$ cat config.mk
export PLATFORM = sky130hd
export DESIGN_NAME = ptz_cmd_queue
export DESIGN_NICKNAME = d
export VERILOG_FILES = /design/src/rtl/core/point_transform_z_clip_defines.svh /design/src/rtl/core/ptz_pkg.sv /design/src/rtl/core/ptz_cmd_queue.sv
export SDC_FILE = /design/constraint.sdc
export NUM_CORES = 1
export LEC_CHECK = 0
export ABC_AREA = 1
export BUFFER_PORTS_ARGS = -buffer_cell sky130_fd_sc_hd__buf_4
export CAP_MARGIN = 20
export CORE_MARGIN = 5
export CORE_UTILIZATION = 25
export CTS_BUF_LIST = sky130_fd_sc_hd__clkbuf_8
export DETAILED_ROUTE_END_ITERATION = 8
export SLEW_MARGIN = 15
export SYNTH_ARGS = -nofsm -noshare
export SYNTH_HDL_FRONTEND = slang
export SYNTH_SLANG_ARGS = --single-unit
$ cat constraint.sdc
create_clock -name clk -period 8.25 [get_ports clk]
set_clock_uncertainty 0.2 [all_clocks]
set_input_delay 0.4125 -clock clk [delete_from_list [all_inputs] [get_ports clk]]
set_output_delay 0.4125 -clock clk [all_outputs]
set_load 0.05 [all_outputs]
$ cat src/rtl/core/point_transform_z_clip_defines.svh
// ---------------------------------------------------------------------------
// point_transform_z_clip assertion macros
// Concurrent check wrappers, clocked on clk; compiled out with NO_ASSERTIONS.
// ---------------------------------------------------------------------------
`ifndef POINT_TRANSFORM_Z_CLIP_DEFINES_SVH
`define POINT_TRANSFORM_Z_CLIP_DEFINES_SVH

`ifndef NO_ASSERTIONS
// check that holds outside reset
`define PTZ_ASSERT(lbl, prop) \
  lbl: assert property (@(posedge clk) disable iff (!rst_n) prop) \
    else $error("ptz assertion failed");
// check that also covers reset behavior
`define PTZ_ASSERT_RST(lbl, prop) \
  lbl: assert property (@(posedge clk) prop) \
    else $error("ptz reset assertion failed");
`else
`define PTZ_ASSERT(lbl, prop)
`define PTZ_ASSERT_RST(lbl, prop)
`endif

`endif

$ cat src/rtl/core/ptz_pkg.sv
// ---------------------------------------------------------------------------
// ptz_pkg
// Shared widths, codes, types and arithmetic helpers of the point transform.
// ---------------------------------------------------------------------------
package ptz_pkg;

  localparam int FRAC_BITS  = 16;
  localparam int DATA_W     = 32;
  localparam int PROD_W     = 2 * DATA_W - FRAC_BITS;
  localparam int SUM_W      = PROD_W + 2;
  localparam int NUM_W      = DATA_W + FRAC_BITS;
  localparam int DIV_LAT    = NUM_W + 2;
  localparam int IDX_W      = 4;
  localparam int MAT_N      = 16;
  localparam int CMDQ_DEPTH = 4;
  localparam int CMDQ_AW    = 2;
  localparam int RESQ_DEPTH = 2;

  localparam logic signed [DATA_W-1:0] ONE_FX     = DATA_W'(1 << FRAC_BITS);
  localparam logic signed [DATA_W-1:0] NEG_ONE_FX = -ONE_FX;
  localparam logic signed [DATA_W-1:0] S_MAX      = {1'b0, {(DATA_W-1){1'b1}}};
  localparam logic signed [DATA_W-1:0] S_MIN      = {1'b1, {(DATA_W-1){1'b0}}};

  // opcodes and matrix selects
  localparam logic OP_LOAD     = 1'b0;
  localparam logic OP_XFORM    = 1'b1;
  localparam logic SEL_VIEW    = 1'b0;
  localparam logic SEL_FRUSTUM = 1'b1;

  typedef struct packed {
    logic                     opcode;
    logic                     matrix_select;
    logic [IDX_W-1:0]         coeff_index;
    logic signed [DATA_W-1:0] coeff_value;
    logic signed [DATA_W-1:0] point_x;
    logic signed [DATA_W-1:0] point_y;
    logic signed [DATA_W-1:0] point_z;
  } ptz_in_t;

  typedef struct packed {
    logic                     clipped;
    logic signed [DATA_W-1:0] pos_x;
    logic signed [DATA_W-1:0] pos_y;
    logic signed [DATA_W-1:0] pos_z;
  } ptz_out_t;

  // coefficient load that rides along the pipeline
  typedef struct packed {
    logic                     is_load;
    logic                     sel;
    logic [IDX_W-1:0]         idx;
    logic signed [DATA_W-1:0] val;
  } ld_t;

  typedef struct packed {
    ld_t                      ld;
    logic signed [DATA_W-1:0] x;
    logic signed [DATA_W-1:0] y;
    logic signed [DATA_W-1:0] z;
  } pass_t;

  typedef struct packed {
    logic stall;
    logic res_push;
  } ptz_stat_t;

  // exact product floored to FRAC_BITS fraction bits
  function automatic logic signed [PROD_W-1:0] mul_floor(
    input logic signed [DATA_W-1:0] a,
    input logic signed [DATA_W-1:0] b
  );
    logic signed [2*DATA_W-1:0] p;
    p = a * b;
    return p[2*DATA_W-1:FRAC_BITS];
  endfunction

  // saturate a sum to the data width
  function automatic logic signed [DATA_W-1:0] sat_sum(input logic signed [SUM_W-1:0] v);
    logic fits;
    fits = (v[SUM_W-1:DATA_W-1] == '0) || (v[SUM_W-1:DATA_W-1] == '1);
    if (fits) return v[DATA_W-1:0];
    return v[SUM_W-1] ? S_MIN : S_MAX;
  endfunction

endpackage

$ cat src/rtl/core/ptz_cmd_queue.sv
// ---------------------------------------------------------------------------
// ptz_cmd_queue
// Short show-ahead queue between the front and back ends.
// ---------------------------------------------------------------------------
module ptz_cmd_queue import ptz_pkg::*; (
  input  logic  clk,
  input  logic  rst_n,
  input  logic  push,
  input  pass_t wr_data,
  output logic  full,
  input  logic  pop,
  output pass_t rd_data,
  output logic  empty
);

  pass_t              mem_r [CMDQ_DEPTH];
  logic [CMDQ_AW-1:0] wr_ptr_r;
  logic [CMDQ_AW-1:0] rd_ptr_r;
  logic [CMDQ_AW:0]   cnt_r;
  logic               do_push;
  logic               do_pop;

  assign full    = cnt_r == (CMDQ_AW+1)'(CMDQ_DEPTH);
  assign empty   = cnt_r == '0;
  assign do_push = push && !full;
  assign do_pop  = pop && !empty;
  assign rd_data = mem_r[rd_ptr_r];

  // storage
  always_ff @(posedge clk) begin
    if (do_push) mem_r[wr_ptr_r] <= wr_data;
  end

  // pointers and fill count
  always_ff @(posedge clk) begin
    if (!rst_n) begin
      wr_ptr_r <= '0;
      rd_ptr_r <= '0;
      cnt_r    <= '0;
    end else begin
      if (do_push) wr_ptr_r <= wr_ptr_r + 1'b1;
      if (do_pop)  rd_ptr_r <= rd_ptr_r + 1'b1;
      cnt_r <= cnt_r + (CMDQ_AW+1)'(do_push) - (CMDQ_AW+1)'(do_pop);
    end
  end

endmodule

# [Word level (Yosys, flattened, before mapping)]
# Memories as Yosys holds them, arrays and structs flattened. A register that Yosys moved wholly into a read port is not among the register bits.
# Cells that the tools add are included.
[classes] addsub=4 n_eq_ne=1 n_mux=4 n_reduce_logical=5
[ops] op="adder 2 x 1 -> 2 bit, second input constant" n=2
[ops] op="two-way mux 2 bit" n=2
[ops] op="adder 3 x 1 -> 3 bit" n=1
[ops] op="== test 3 bit, second input constant" n=1
[ops] op="logical NOT 3 bit" n=1
[ops] op="subtractor 3 x 1 -> 3 bit" n=1
[ops] op="logical AND 1 bit" n=2
[ops] op="logical NOT 1 bit" n=2
[ops] op="two-way mux 1 bit" n=2
[word_totals] reg_bits=7 ramBits=536 inputBits=138 output_inout_bits=136 word_cells=18 memories=1
[mem_list] name="mem_r" depth=4 width=134 read_ports=1 rd_clocked_by_memory_dff=1 wr=1 line_no="ptz_cmd_queue.sv:16" text="pass_t mem_r [CMDQ_DEPTH];"

# [Depth between registers and ports, before layout]
[logic_depth] word_depth=5 ltp_mapped=11 depth_no_buf=11

# [Worst setup path after synthesis]
# OpenSTA, ideal clock, no wires.
[synth_timing] kind="register -> register" from="register cnt_r[1]" to="memory mem_r[0][0] in the netlist's numbering (enable)" t_arrival_ps=6221 path_slack_ps=1200 stages_incl_launch_ff=5 n_path_buf=0 synth_period_minus_slack_ps=7050 path_cell_list="dfxtp_1 > nor2_1 > nand2_1 > nand2_1 > nor2_1"
[synth_via] elab_chain_len=5
[synth_rtl] element="start: declaration" line_no="ptz_cmd_queue.sv:19" text="logic [CMDQ_AW:0] cnt_r;"
[synth_rtl] element="start signal: assignment" line_no="ptz_cmd_queue.sv:43" text="cnt_r <= cnt_r + (CMDQ_AW+1)'(do_push) - (CMDQ_AW+1)'(do_pop);"
[synth_rtl] element="== test 3 bit" line_no="ptz_cmd_queue.sv:23" text="assign full = cnt_r == (CMDQ_AW+1)'(CMDQ_DEPTH);"
[synth_rtl] element="logical NOT 1 bit" line_no="ptz_cmd_queue.sv:25" text="assign do_push = push && !full;"
[synth_rtl] element="logical AND 1 bit" line_no="ptz_cmd_queue.sv:25"
[synth_rtl] element="two-way mux 1 bit" line_no="ptz_cmd_queue.sv:31" text="if (do_push) mem_r[wr_ptr_r] <= wr_data;"
[synth_rtl] element="two-way mux 1 bit (not written as such)" line_no="ptz_cmd_queue.sv:31"
[synth_rtl] element="end: declaration" line_no="ptz_cmd_queue.sv:16"
# No other way between the ends.

==> impl_metrics.yaml <==
outcome:
  outcome: "finished, final reports clean"
routing:
  dr.pass1.iters: 5
  drt_wl_total_um: 51290
  vias_per_cell: 4.432
  num_vias: 13010
  ant_nets: 0
  drt_iter0_drc: 705
  wire_per_inst_um: 17.48
  drc: 0
layout:
  postLayoutCoreUtil: 0.3278
  area_growth_pct: 29.76
  drive_gt1_frac: 0.2175
  design_area_um2: 26450
  fin_nets: 1942
  finalNonFillerCells: 2935
worst_setup_path:
  end_kind: "output pin"
  arrival_ns: 3.65
  startpoint_type: "register"
  required_ns: 7.64
  crit_slowest_cell: "buf_4"
  cp_common_cell: "buf_4"
  crit_type: "reg -> out"
  path_cells: "clkinv_4 -> buf_4 -> o21ai_0 -> o22ai_1 -> buf_4"
  crit_path_max_fanout: 73
  cp_slowest_stage_delay_ns: 0.82
yosys:
  synthAdderAreaFrac: 0.004666
  synth_warnings: 0
  synth_top_area_share: 0.7898
  synthArstFlopShare: 0
  avgSynthCellArea_um2: 14.94
  syn_inst: 1364
  synth_compound_area_frac: 0.1082
  synth-edff-count: 536
  ys.flop_type: "edfxtp_1"
  ys_seq_area_frac: 0.7986
  synth.most_common_cell: "edfxtp_1"
  yosys.area_share.simple: 0.05513
  synthTopCellsByCount: "edfxtp_1, nor2_1, o21ai_0"
  synth_mux_area_frac: 0
  synth_top_family_by_area: "compound AO/OA/AOI/OAI gates"
  synth-seq-cells: 545
  syn_nets: 1509
  synth_cell_type_count: 20
  yosys.area.top_type: "edfxtp_1"
  synth_area_leaders: "edfxtp_1, nor2_1, o21ai_0"
  synth-xor-area-share: 0
  syn-cell-area_um2: 20380
sta:
  holdWs_ns: 0.2731
  final.period_utilization: 0.5172
  hold_violations: 0
  fin_tns_setup_ns: 0
  worstMarginPinSlew_ns: 1.024
  drv_slew: 0
  grt_setup_unrepaired: "no"
  max_freq_mhz: 234.4
  slew_headroom: 0.3173
  setup_slack_ns: 3.983
  fin_crit_ns: 4.267
  finalSetupViolCount: 0
cts:
  insertion_delay_ns: 0.66
  cts-buffers-inserted: 91
  cts_root_buffer: "clkbuf_8"
  cts_tree: "yes"
  clkTransAtPathRegs_ns: 0.06
  clk_path_buf_depth: 3
  htree_levels: 3
  cts_sinks: 545
  cts_resized: 0
place:
  place.gp.congestion: 0.7119
  place_inst: 2626
  dp_hpwl_um: 27960
  portBuffers: 273
  placed_area_um2: 23320
  place_ws_ns: 4.625
global_routing:
  grtUsageMet2: 0.1858
  grt_pass1_vias: 13530
  antenna_found_initial: 8
  met1_usage: 0.1412
  grt_pass1_wl_um: 76360
  grt.busiest_layer: "met2"
  overflow: 0
  grt_max_degree: 190
  grt_use_met3: 0.03380
  gr-usage-all-layers: 0.1126
power:
  p_per_area_nw_per_um2: 322.0
  p_total_mw: 8.514
  irDropWorstVdd_uv: 214.2
  cellLeakagePower_nw: 9.256
floorplanning:
  core_um2: 80680
  initial_core_util: 0.2526
  pin_count: 274
  die_x_um: 295.5
  dieArea_um2: 87330
  num_rows: 104
  die_y_um: 295.5
run:
  maxCapViolations: 0
worst_hold_path:
  hp-class: "in -> reg"
-- path summary, 6_finish.rpt --
kind	from	endpoint	slack, ns	cells past startpoint
worst max-delay path	register	rd_data[38]	3.98	5
worst min register to register	rd_ptr_r[0]	register	0.28	2
worst min-delay path	wr_data[40]	mem_r[1][40]	0.27	2
worst max register to register	cnt_r[1]	mem_r[2][102]	5.08	5
-- state kept, by name, indices dropped and copies added, names as in the netlist, named ones only --
| register | cells |
|---|---|
| cnt_r | 3 |
| rd_ptr_r | 2 |
| mem_r | 536 |
| wr_ptr_r | 2 |
-- repair_timing --
item | 4_1_cts | 5_1_grt
endpoints found under the hold margin | 545 | 0
buffers inserted | 0 | 0
hold buffers | 137 | 0
-- worst max-delay path: cells and delay by family, from the launching register on --
| kind | cells | cell delay (ns) |
|---|---|---|
| buffers and inverters | 3 | 1.60 |
| AO/OA/AOI/OAI | 2 | 0.59 |
| flip-flops | 1 | 0.54 |
-- cells by family (layout without fill, tap and decap cells) --
logic type | after synthesis | after routing
other | 0 | 8
buffers and inverters | 107 | 610
AOI/OAI and AO/OA | 407 | 407
adders and majority gates | 7 | 7
DFF | 545 | 545
and+or+nand+nor | 298 | 298
-- placed cells by master, fill, tap and decap left out, types with 20 or more instances in the layout --
cell type,n
edfxtp_1,536
buf_4,290
nor2_1,276
o21ai_0,210
dlygate4sd3_1,137
o22ai_1,134
clkbuf_8,91
o21ai_1,58
inv_1,53
clkinv_1,20
-- layer usage --
layer	share of wire	vias to the layer above
met2	0.48	449
li1	-	6041
met4	0.026	2
met5	0.00023	-
met3	0.076	102
met1	0.42	6413
-- report_power, final --
| part | leakage [nW] | switching [mW] | total (mW) | internal [mW] |
|---|---|---|---|---|
| Clock | 1.00 | 1.05 | 2.24 | 1.19 |
| Sequential | 4.98 | 0.0946 | 3.47 | 3.38 |
| Combinational | 3.27 | 2.08 | 2.81 | 0.728 |
-- area by class of cell --
type,count,area (um^2)
flip-flops and latches,545,16280
inverters,19,83.83
well taps,1060,1326
fillers,7834,54230
diodes,8,20.02
multi-input cells,712,3453
repair buffers,428,3576
clock buffers,91,1252
clock inverters,72,450.4
Note: power is estimated with default switching activity, not from simulation.
