==> src/rtl/core/point_transform_z_clip_defines.svh <==
// ---------------------------------------------------------------------------
// point_transform_z_clip assertion macros
// Concurrent check wrappers, clocked on clk; compiled out with NO_ASSERTIONS.
// ---------------------------------------------------------------------------
`ifndef POINT_TRANSFORM_Z_CLIP_DEFINES_SVH
`define POINT_TRANSFORM_Z_CLIP_DEFINES_SVH

`ifndef NO_ASSERTIONS
// check that holds outside reset
`define PTZ_ASSERT(lbl, prop) \
  lbl: assert property (@(posedge clk) disable iff (!rst_n) prop) \
    else $error("ptz assertion failed");
// check that also covers reset behavior
`define PTZ_ASSERT_RST(lbl, prop) \
  lbl: assert property (@(posedge clk) prop) \
    else $error("ptz reset assertion failed");
`else
`define PTZ_ASSERT(lbl, prop)
`define PTZ_ASSERT_RST(lbl, prop)
`endif

`endif

==> src/rtl/core/ptz_pkg.sv <==
// ---------------------------------------------------------------------------
// ptz_pkg
// Shared widths, codes, types and arithmetic helpers of the point transform.
// ---------------------------------------------------------------------------
package ptz_pkg;

  localparam int FRAC_BITS  = 16;
  localparam int DATA_W     = 32;
  localparam int PROD_W     = 2 * DATA_W - FRAC_BITS;
  localparam int SUM_W      = PROD_W + 2;
  localparam int NUM_W      = DATA_W + FRAC_BITS;
  localparam int DIV_LAT    = NUM_W + 2;
  localparam int IDX_W      = 4;
  localparam int MAT_N      = 16;
  localparam int CMDQ_DEPTH = 4;
  localparam int CMDQ_AW    = 2;
  localparam int RESQ_DEPTH = 2;

  localparam logic signed [DATA_W-1:0] ONE_FX     = DATA_W'(1 << FRAC_BITS);
  localparam logic signed [DATA_W-1:0] NEG_ONE_FX = -ONE_FX;
  localparam logic signed [DATA_W-1:0] S_MAX      = {1'b0, {(DATA_W-1){1'b1}}};
  localparam logic signed [DATA_W-1:0] S_MIN      = {1'b1, {(DATA_W-1){1'b0}}};

  // opcodes and matrix selects
  localparam logic OP_LOAD     = 1'b0;
  localparam logic OP_XFORM    = 1'b1;
  localparam logic SEL_VIEW    = 1'b0;
  localparam logic SEL_FRUSTUM = 1'b1;

  typedef struct packed {
    logic                     opcode;
    logic                     matrix_select;
    logic [IDX_W-1:0]         coeff_index;
    logic signed [DATA_W-1:0] coeff_value;
    logic signed [DATA_W-1:0] point_x;
    logic signed [DATA_W-1:0] point_y;
    logic signed [DATA_W-1:0] point_z;
  } ptz_in_t;

  typedef struct packed {
    logic                     clipped;
    logic signed [DATA_W-1:0] pos_x;
    logic signed [DATA_W-1:0] pos_y;
    logic signed [DATA_W-1:0] pos_z;
  } ptz_out_t;

  // coefficient load that rides along the pipeline
  typedef struct packed {
    logic                     is_load;
    logic                     sel;
    logic [IDX_W-1:0]         idx;
    logic signed [DATA_W-1:0] val;
  } ld_t;

  typedef struct packed {
    ld_t                      ld;
    logic signed [DATA_W-1:0] x;
    logic signed [DATA_W-1:0] y;
    logic signed [DATA_W-1:0] z;
  } pass_t;

  typedef struct packed {
    logic stall;
    logic res_push;
  } ptz_stat_t;

  // exact product floored to FRAC_BITS fraction bits
  function automatic logic signed [PROD_W-1:0] mul_floor(
    input logic signed [DATA_W-1:0] a,
    input logic signed [DATA_W-1:0] b
  );
    logic signed [2*DATA_W-1:0] p;
    p = a * b;
    return p[2*DATA_W-1:FRAC_BITS];
  endfunction

  // saturate a sum to the data width
  function automatic logic signed [DATA_W-1:0] sat_sum(input logic signed [SUM_W-1:0] v);
    logic fits;
    fits = (v[SUM_W-1:DATA_W-1] == '0) || (v[SUM_W-1:DATA_W-1] == '1);
    if (fits) return v[DATA_W-1:0];
    return v[SUM_W-1] ? S_MIN : S_MAX;
  endfunction

endpackage

==> src/rtl/core/ptz_front.sv <==
// ---------------------------------------------------------------------------
// ptz_front
// Request intake: registers and decodes each request for the command queue.
// ---------------------------------------------------------------------------
module ptz_front import ptz_pkg::*; (
  input  logic    clk,
  input  logic    rst_n,
  input  logic    push,
  output logic    full,
  input  ptz_in_t in_data,
  output logic    q_push,
  output pass_t   q_data,
  input  logic    q_full
);

  logic  vld_r;
  logic  vld_nxt;
  pass_t item_r;
  logic  accept;

  assign full   = vld_r && q_full;
  assign accept = push && !full;
  assign q_push = vld_r && !q_full;
  assign q_data = item_r;

  // holding register valid
  always_comb begin
    vld_nxt = vld_r;
    if (accept)      vld_nxt = 1'b1;
    else if (q_push) vld_nxt = 1'b0;
  end

  always_ff @(posedge clk) begin
    if (!rst_n) begin
      vld_r <= 1'b0;
    end else begin
      vld_r <= vld_nxt;
    end
  end

  // decode request
  always_ff @(posedge clk) begin
    if (accept) begin
      item_r.ld.is_load <= (in_data.opcode == OP_LOAD);
      item_r.ld.sel     <= in_data.matrix_select;
      item_r.ld.idx     <= in_data.coeff_index;
      item_r.ld.val     <= in_data.coeff_value;
      item_r.x          <= in_data.point_x;
      item_r.y          <= in_data.point_y;
      item_r.z          <= in_data.point_z;
    end
  end

endmodule

==> config.mk <==
export PLATFORM = sky130hd
export DESIGN_NAME = ptz_front
export DESIGN_NICKNAME = d
export VERILOG_FILES = /design/src/rtl/core/point_transform_z_clip_defines.svh /design/src/rtl/core/ptz_pkg.sv /design/src/rtl/core/ptz_front.sv
export SDC_FILE = /design/constraint.sdc
export NUM_CORES = 1
export LEC_CHECK = 0
export CAP_MARGIN = 15
export CORE_AREA = 2 2 108 110
export CTS_CLUSTER_DIAMETER = 60
export DETAILED_ROUTE_END_ITERATION = 16
export DIE_AREA = 0 0 110 112
export DONT_BUFFER_PORTS = 1
export GPL_ROUTABILITY_DRIVEN = 0
export HOLD_SLACK_MARGIN = 0.08
export MAX_ROUTING_LAYER = met4
export PLACE_DENSITY = 0.61
export RECOVER_POWER = 50
export SYNTH_ARGS = -nofsm -noshare
export SYNTH_HDL_FRONTEND = slang
export SYNTH_SLANG_ARGS = --single-unit
==> constraint.sdc <==
create_clock -name clk -period 7.6 [get_ports clk]
set_input_delay 1.52 -clock clk [delete_from_list [all_inputs] [get_ports clk]]
set_output_delay 1.52 -clock clk [all_outputs]
set_load 0.02 [all_outputs]
# Word level (Yosys, flattened, before mapping)
# Index checks and enable logic that the tools add are counted.
# Widths: inputs -> output; s select.
[word_totals] regBits=135 latchBits=0 ramBits=0 romBits=0 inputBits=138 out_inout_bits=136 word_cells=17 memories=0
[op_classes] n_addsub=0 mul=0 div_mod_pow=0 magnitude_cmp=0 n_eq_ne=0 n_shift=0 muxes=2 bitwise_logic=1 n_reduce_logical=6
[op_table] op="$logic_and 1x1->1" n=3
[op_table] op="$logic_not 1->1" n=2
[op_table] op="$mux 1" n=2
[op_table] op="$reduce_bool 2->1" n=1
[op_table] op="$not 1->1" n=1

# Depth between registers and ports, before layout
[logic_depth] depth_word=4 depth_mapped=2 depth_no_buf=2

# Worst setup path before layout
# No wires, ideal clock.
[synth_timing] path_kind="input-to-reg" startpoint="in q_full" endpoint="reg item_r, in the netlist q_data[0] (enable)" setup_time_ns=0.645 arrival_time_ns=7.647 required_ns=6.955 slack_ns=-0.693 cell_stages=2 n_path_buf=0 cell_sequence="and2_4 nor2b_1"
[synth_via] elab_chain_len=3
[synth_rtl] item="start: declaration" line="ptz_front.sv:13" rtl="input logic q_full"
[synth_rtl] item="$logic_and 1x1->1" line="ptz_front.sv:21" rtl="assign full = vld_r && q_full;"
[synth_rtl] item="$logic_not 1->1" line="ptz_front.sv:22" rtl="assign accept = push && !full;"
[synth_rtl] item="$logic_and 1x1->1" line="ptz_front.sv:22"
[synth_rtl] item="named net accept" line="ptz_front.sv:19" rtl="logic accept;"
[synth_rtl] item="end: declaration" line="ptz_front.sv:18" rtl="pass_t item_r;"
# The timed path passes the listed nets, and every way through them passes these cells.
# A chain may end at the register's enable or synchronous reset.

# Worst setup path after layout
[layout_timing] startpoint="in q_full" endpoint="reg item_r, in the netlist q_data[40] (enable)"
# The elaborated chain is that of the path after synthesis.

==> flow_summary_export.csv <==
group,metric,value,unit
yosys,syn_inst,140,
die,initial_core_util,36.5,%
clock_tree,cts_buffer_depth,2,
critical_path,critPathBufInv,2,
clock_tree,cts_sinks,135,
cells_and_area,fillers,927,
clock_tree,root_buffer,"clkbuf_16",
timing,rsz0062_at_grt,"false",
pwr,p_int,1.36,mW
clock_tree,clk_latency,0.41,ns
routing,avgViaCountPerCell,4.67,
cells_and_area,final_nets,299,
yosys,synth_top_area_share,98.7,%
routing,dr.first_iter.drc_count,98,
die,num_rows,39,
critical_path,worst-r2r-cell-count,4,
placement,dp_hpwl,6310,um
critical_path,cp-start-kind,"primary input",
pwr,clockPowerShare,44.8,%
timing,finalSetupViolCount,0,
routing,drt-total-wl,8380,um
yosys,yosysSeqAreaShare,99.2,%
status,violations,"max-capacitance violations, max-slew violations",
global_routing,grt_pass1_wl,11100,um
routing,wl_per_cell,26.0,um
global_routing,first_global_vias,1602,
global_routing,gr-usage-all-layers,14.3,%
status,status,"finished with violations",
yosys,synth_nets,278,
pwr,seqPwrFrac,54.1,%
yosys,synthTopCellsByArea,"edfxtp_1, dfxtp_1, and2_4, and2b_1, o21a_1",
die,die_x,110,um
timing,finalMaxSlewViolations,49,
global_routing,overflow,0,
cells_and_area,drive_gt1_share,17.8,%
cells_and_area,fin_util,43.6,%
pwr,p_switching,0.390,mW
critical_path,path_delay_family,"buffers and inverters",
pwr,peakVddDrop,0.000196,V
pwr,p_sw_share,22.2,%
yosys,yosys_warnings,0,
timing,clock.fmax,0.208,GHz
yosys,synth_top_family_by_area,"simple AND/OR/NAND/NOR gates",
die,core_area,0.0112,sq mm
yosys,synth_most_common_cell,"edfxtp_1",
clock_tree,hold_buffers,0,
die,die_h,112,um
critical_path,crit_fanout,87,
critical_path,slowest_stage,"clkbuf_1",
critical_path,endpoint_kind,"register",
clock_tree,cts_tree,"done",
routing,drc,0,
critical_path,path_cells,"and2_0 > nor2b_4 > clkbuf_1 > buf_4",
critical_path,cp.required,7.63,ns
routing,drt-pass1-iter-count,5,
yosys,synth-simple-area-share,0.552,%
yosys,synth_xor_area_share,0,%
clock_tree,postCtsSetupBuffers,0,
timing,hold_violations,0,
clock_tree,cts_buffers,17,
yosys,synthFlopType,"edfxtp_1",
timing,holdWs,0.921,ns
die,dieArea,0.0123,sq mm
min_path,hp-class,"reg2reg",
timing,max-slew-margin-rel,-63.7,%
placement,portBuffers,0,
timing,tns,0,ns
timing,fin_crit_sh,63.4,%
yosys,synth_cell_types,7,
yosys,synthArstFlopShare,0,%
pwr,total_leakage_power,1.62,nW
routing,antenna_left,0,
clock_tree,clkTransAtPathRegs,0.06,ns
yosys,yosysTopAreaCell,"edfxtp_1",
critical_path,cp.depth,4,
global_routing,antenna_found_initial,6,
routing,vias,1507,
pwr,pwr_density_cell,360,mW/mm^2
critical_path,cp.arrival,4.84,ns
cells_and_area,area_growth,19.4,%
critical_path,crit_type,"in2reg",
min_path,hold_depth,2,
timing,skew,0.00498,ns
die,num_io_pins,274,
critical_path,crit_path_max_incr_delay,1.74,ns
global_routing,grt_max_degree,88,
yosys,syn_area,0.00408,sq mm
yosys,synth_compound_area_share,0.184,%
timing,worstMarginPinSlew,2.46,ns
yosys,ys_ff_latch,135,
clock_tree,htree_levels,4,
clock_tree,cts-resized-gates,0,
yosys,synth_fa_ha_area_share,0,%
timing,post-route-min-period,4.82,ns
yosys,synthMuxAreaShare,0,%
pwr,pwr-share-comb,1.1,%
job,drv_cap,1,
yosys,avgSynthCellArea,29.1,sq um
yosys,synth_edf_count,134,
-- layout by cell type, fill, tap and decap left out --
cell type,synthesis,routed
inv_6,0,4
clkinvlp_4,0,1
inv_1,1,1
clkinv_1,0,2
bufinv_16,0,2
clkinv_4,0,4
o21a_1,1,1
clkinv_2,0,1
and2b_1,1,1
diode_2,0,6
buf_4,0,1
nor2b_4,0,1
dfxtp_1,1,1
clkbuf_16,0,17
clkbuf_1,0,2
and2_0,0,1
edfxtp_1,134,134
-- per-layer routing --
metal	part of all wire (%)	global-route usage, %
met5	0	-
met4	1.6	6.08
met3	11	10.3
met2	53	21.4
met1	34	14.0
-- metrics by stage --
step	power, mW	std cells	worst slack [ns]	cell area (sq um)
floorplan	0.972	140	1.95	4080
global placement	0.983	285	4.09	4280
detailed placement	0.985	285	3.95	4280
CTS	1.78	317	4.28	4860
global route	1.82	323	2.41	4870
finish	1.75	323	2.78	4870
-- power groups by stage --
| stage | clock network (mW) | registers, mW | logic [mW] |
|---|---|---|---|
| after floorplan | 0 | 0.958 | 0.0146 |
| after global placement | 0 | 0.964 | 0.0186 |
| after detailed placement | 0 | 0.964 | 0.0204 |
| after CTS | 0.805 | 0.950 | 0.0204 |
| after global routing | 0.842 | 0.952 | 0.0220 |
| final | 0.786 | 0.949 | 0.0195 |
-- cells by family (layout without fill, tap and decap cells) --
| logic type | Yosys count | in the layout |
|---|---|---|
| AO/OA/AOI/OAI | 1 | 1 |
| AND/OR/NAND/NOR | 3 | 3 |
| buffers and inverters | 1 | 35 |
| flip-flops | 135 | 135 |
| other | 0 | 6 |
-- worst reg2reg max path: stages, from the launching register on --
cell	delay [ns]
dfxtp_1	0.31
and2_0	0.31
nor2b_4	0.17
clkbuf_1	1.74
buf_4	1.04
-- final timing paths --
check / startpoint / end / slack (ns)
setup / recovery: q_full / q_data[40] / 2.78
hold / removal: vld_r / vld_r / 0.92
setup reg to reg: vld_r / q_data[40] / 3.59
hold reg to reg: vld_r / vld_r / 0.92
-- sequential cells by signal, indices dropped and copies added (netlist names) --
name,cells
q_data,134
vld_r,1
-- area by class of cell --
cell class | count | area (sq um) | share of cell area (%)
flip-flops and latches | 135 | 4040 | 83.1
clock buffers | 18 | 429 | 8.82
well taps | 143 | 179 | 3.68
clock inverters | 14 | 150 | 3.08
multi-input cells | 4 | 35.0 | 0.720
diodes | 6 | 15.0 | 0.308
repair buffers | 2 | 11.3 | 0.231
inverters | 1 | 3.75 | 0.0771
Note: power is estimated with default switching activity, not from simulation.
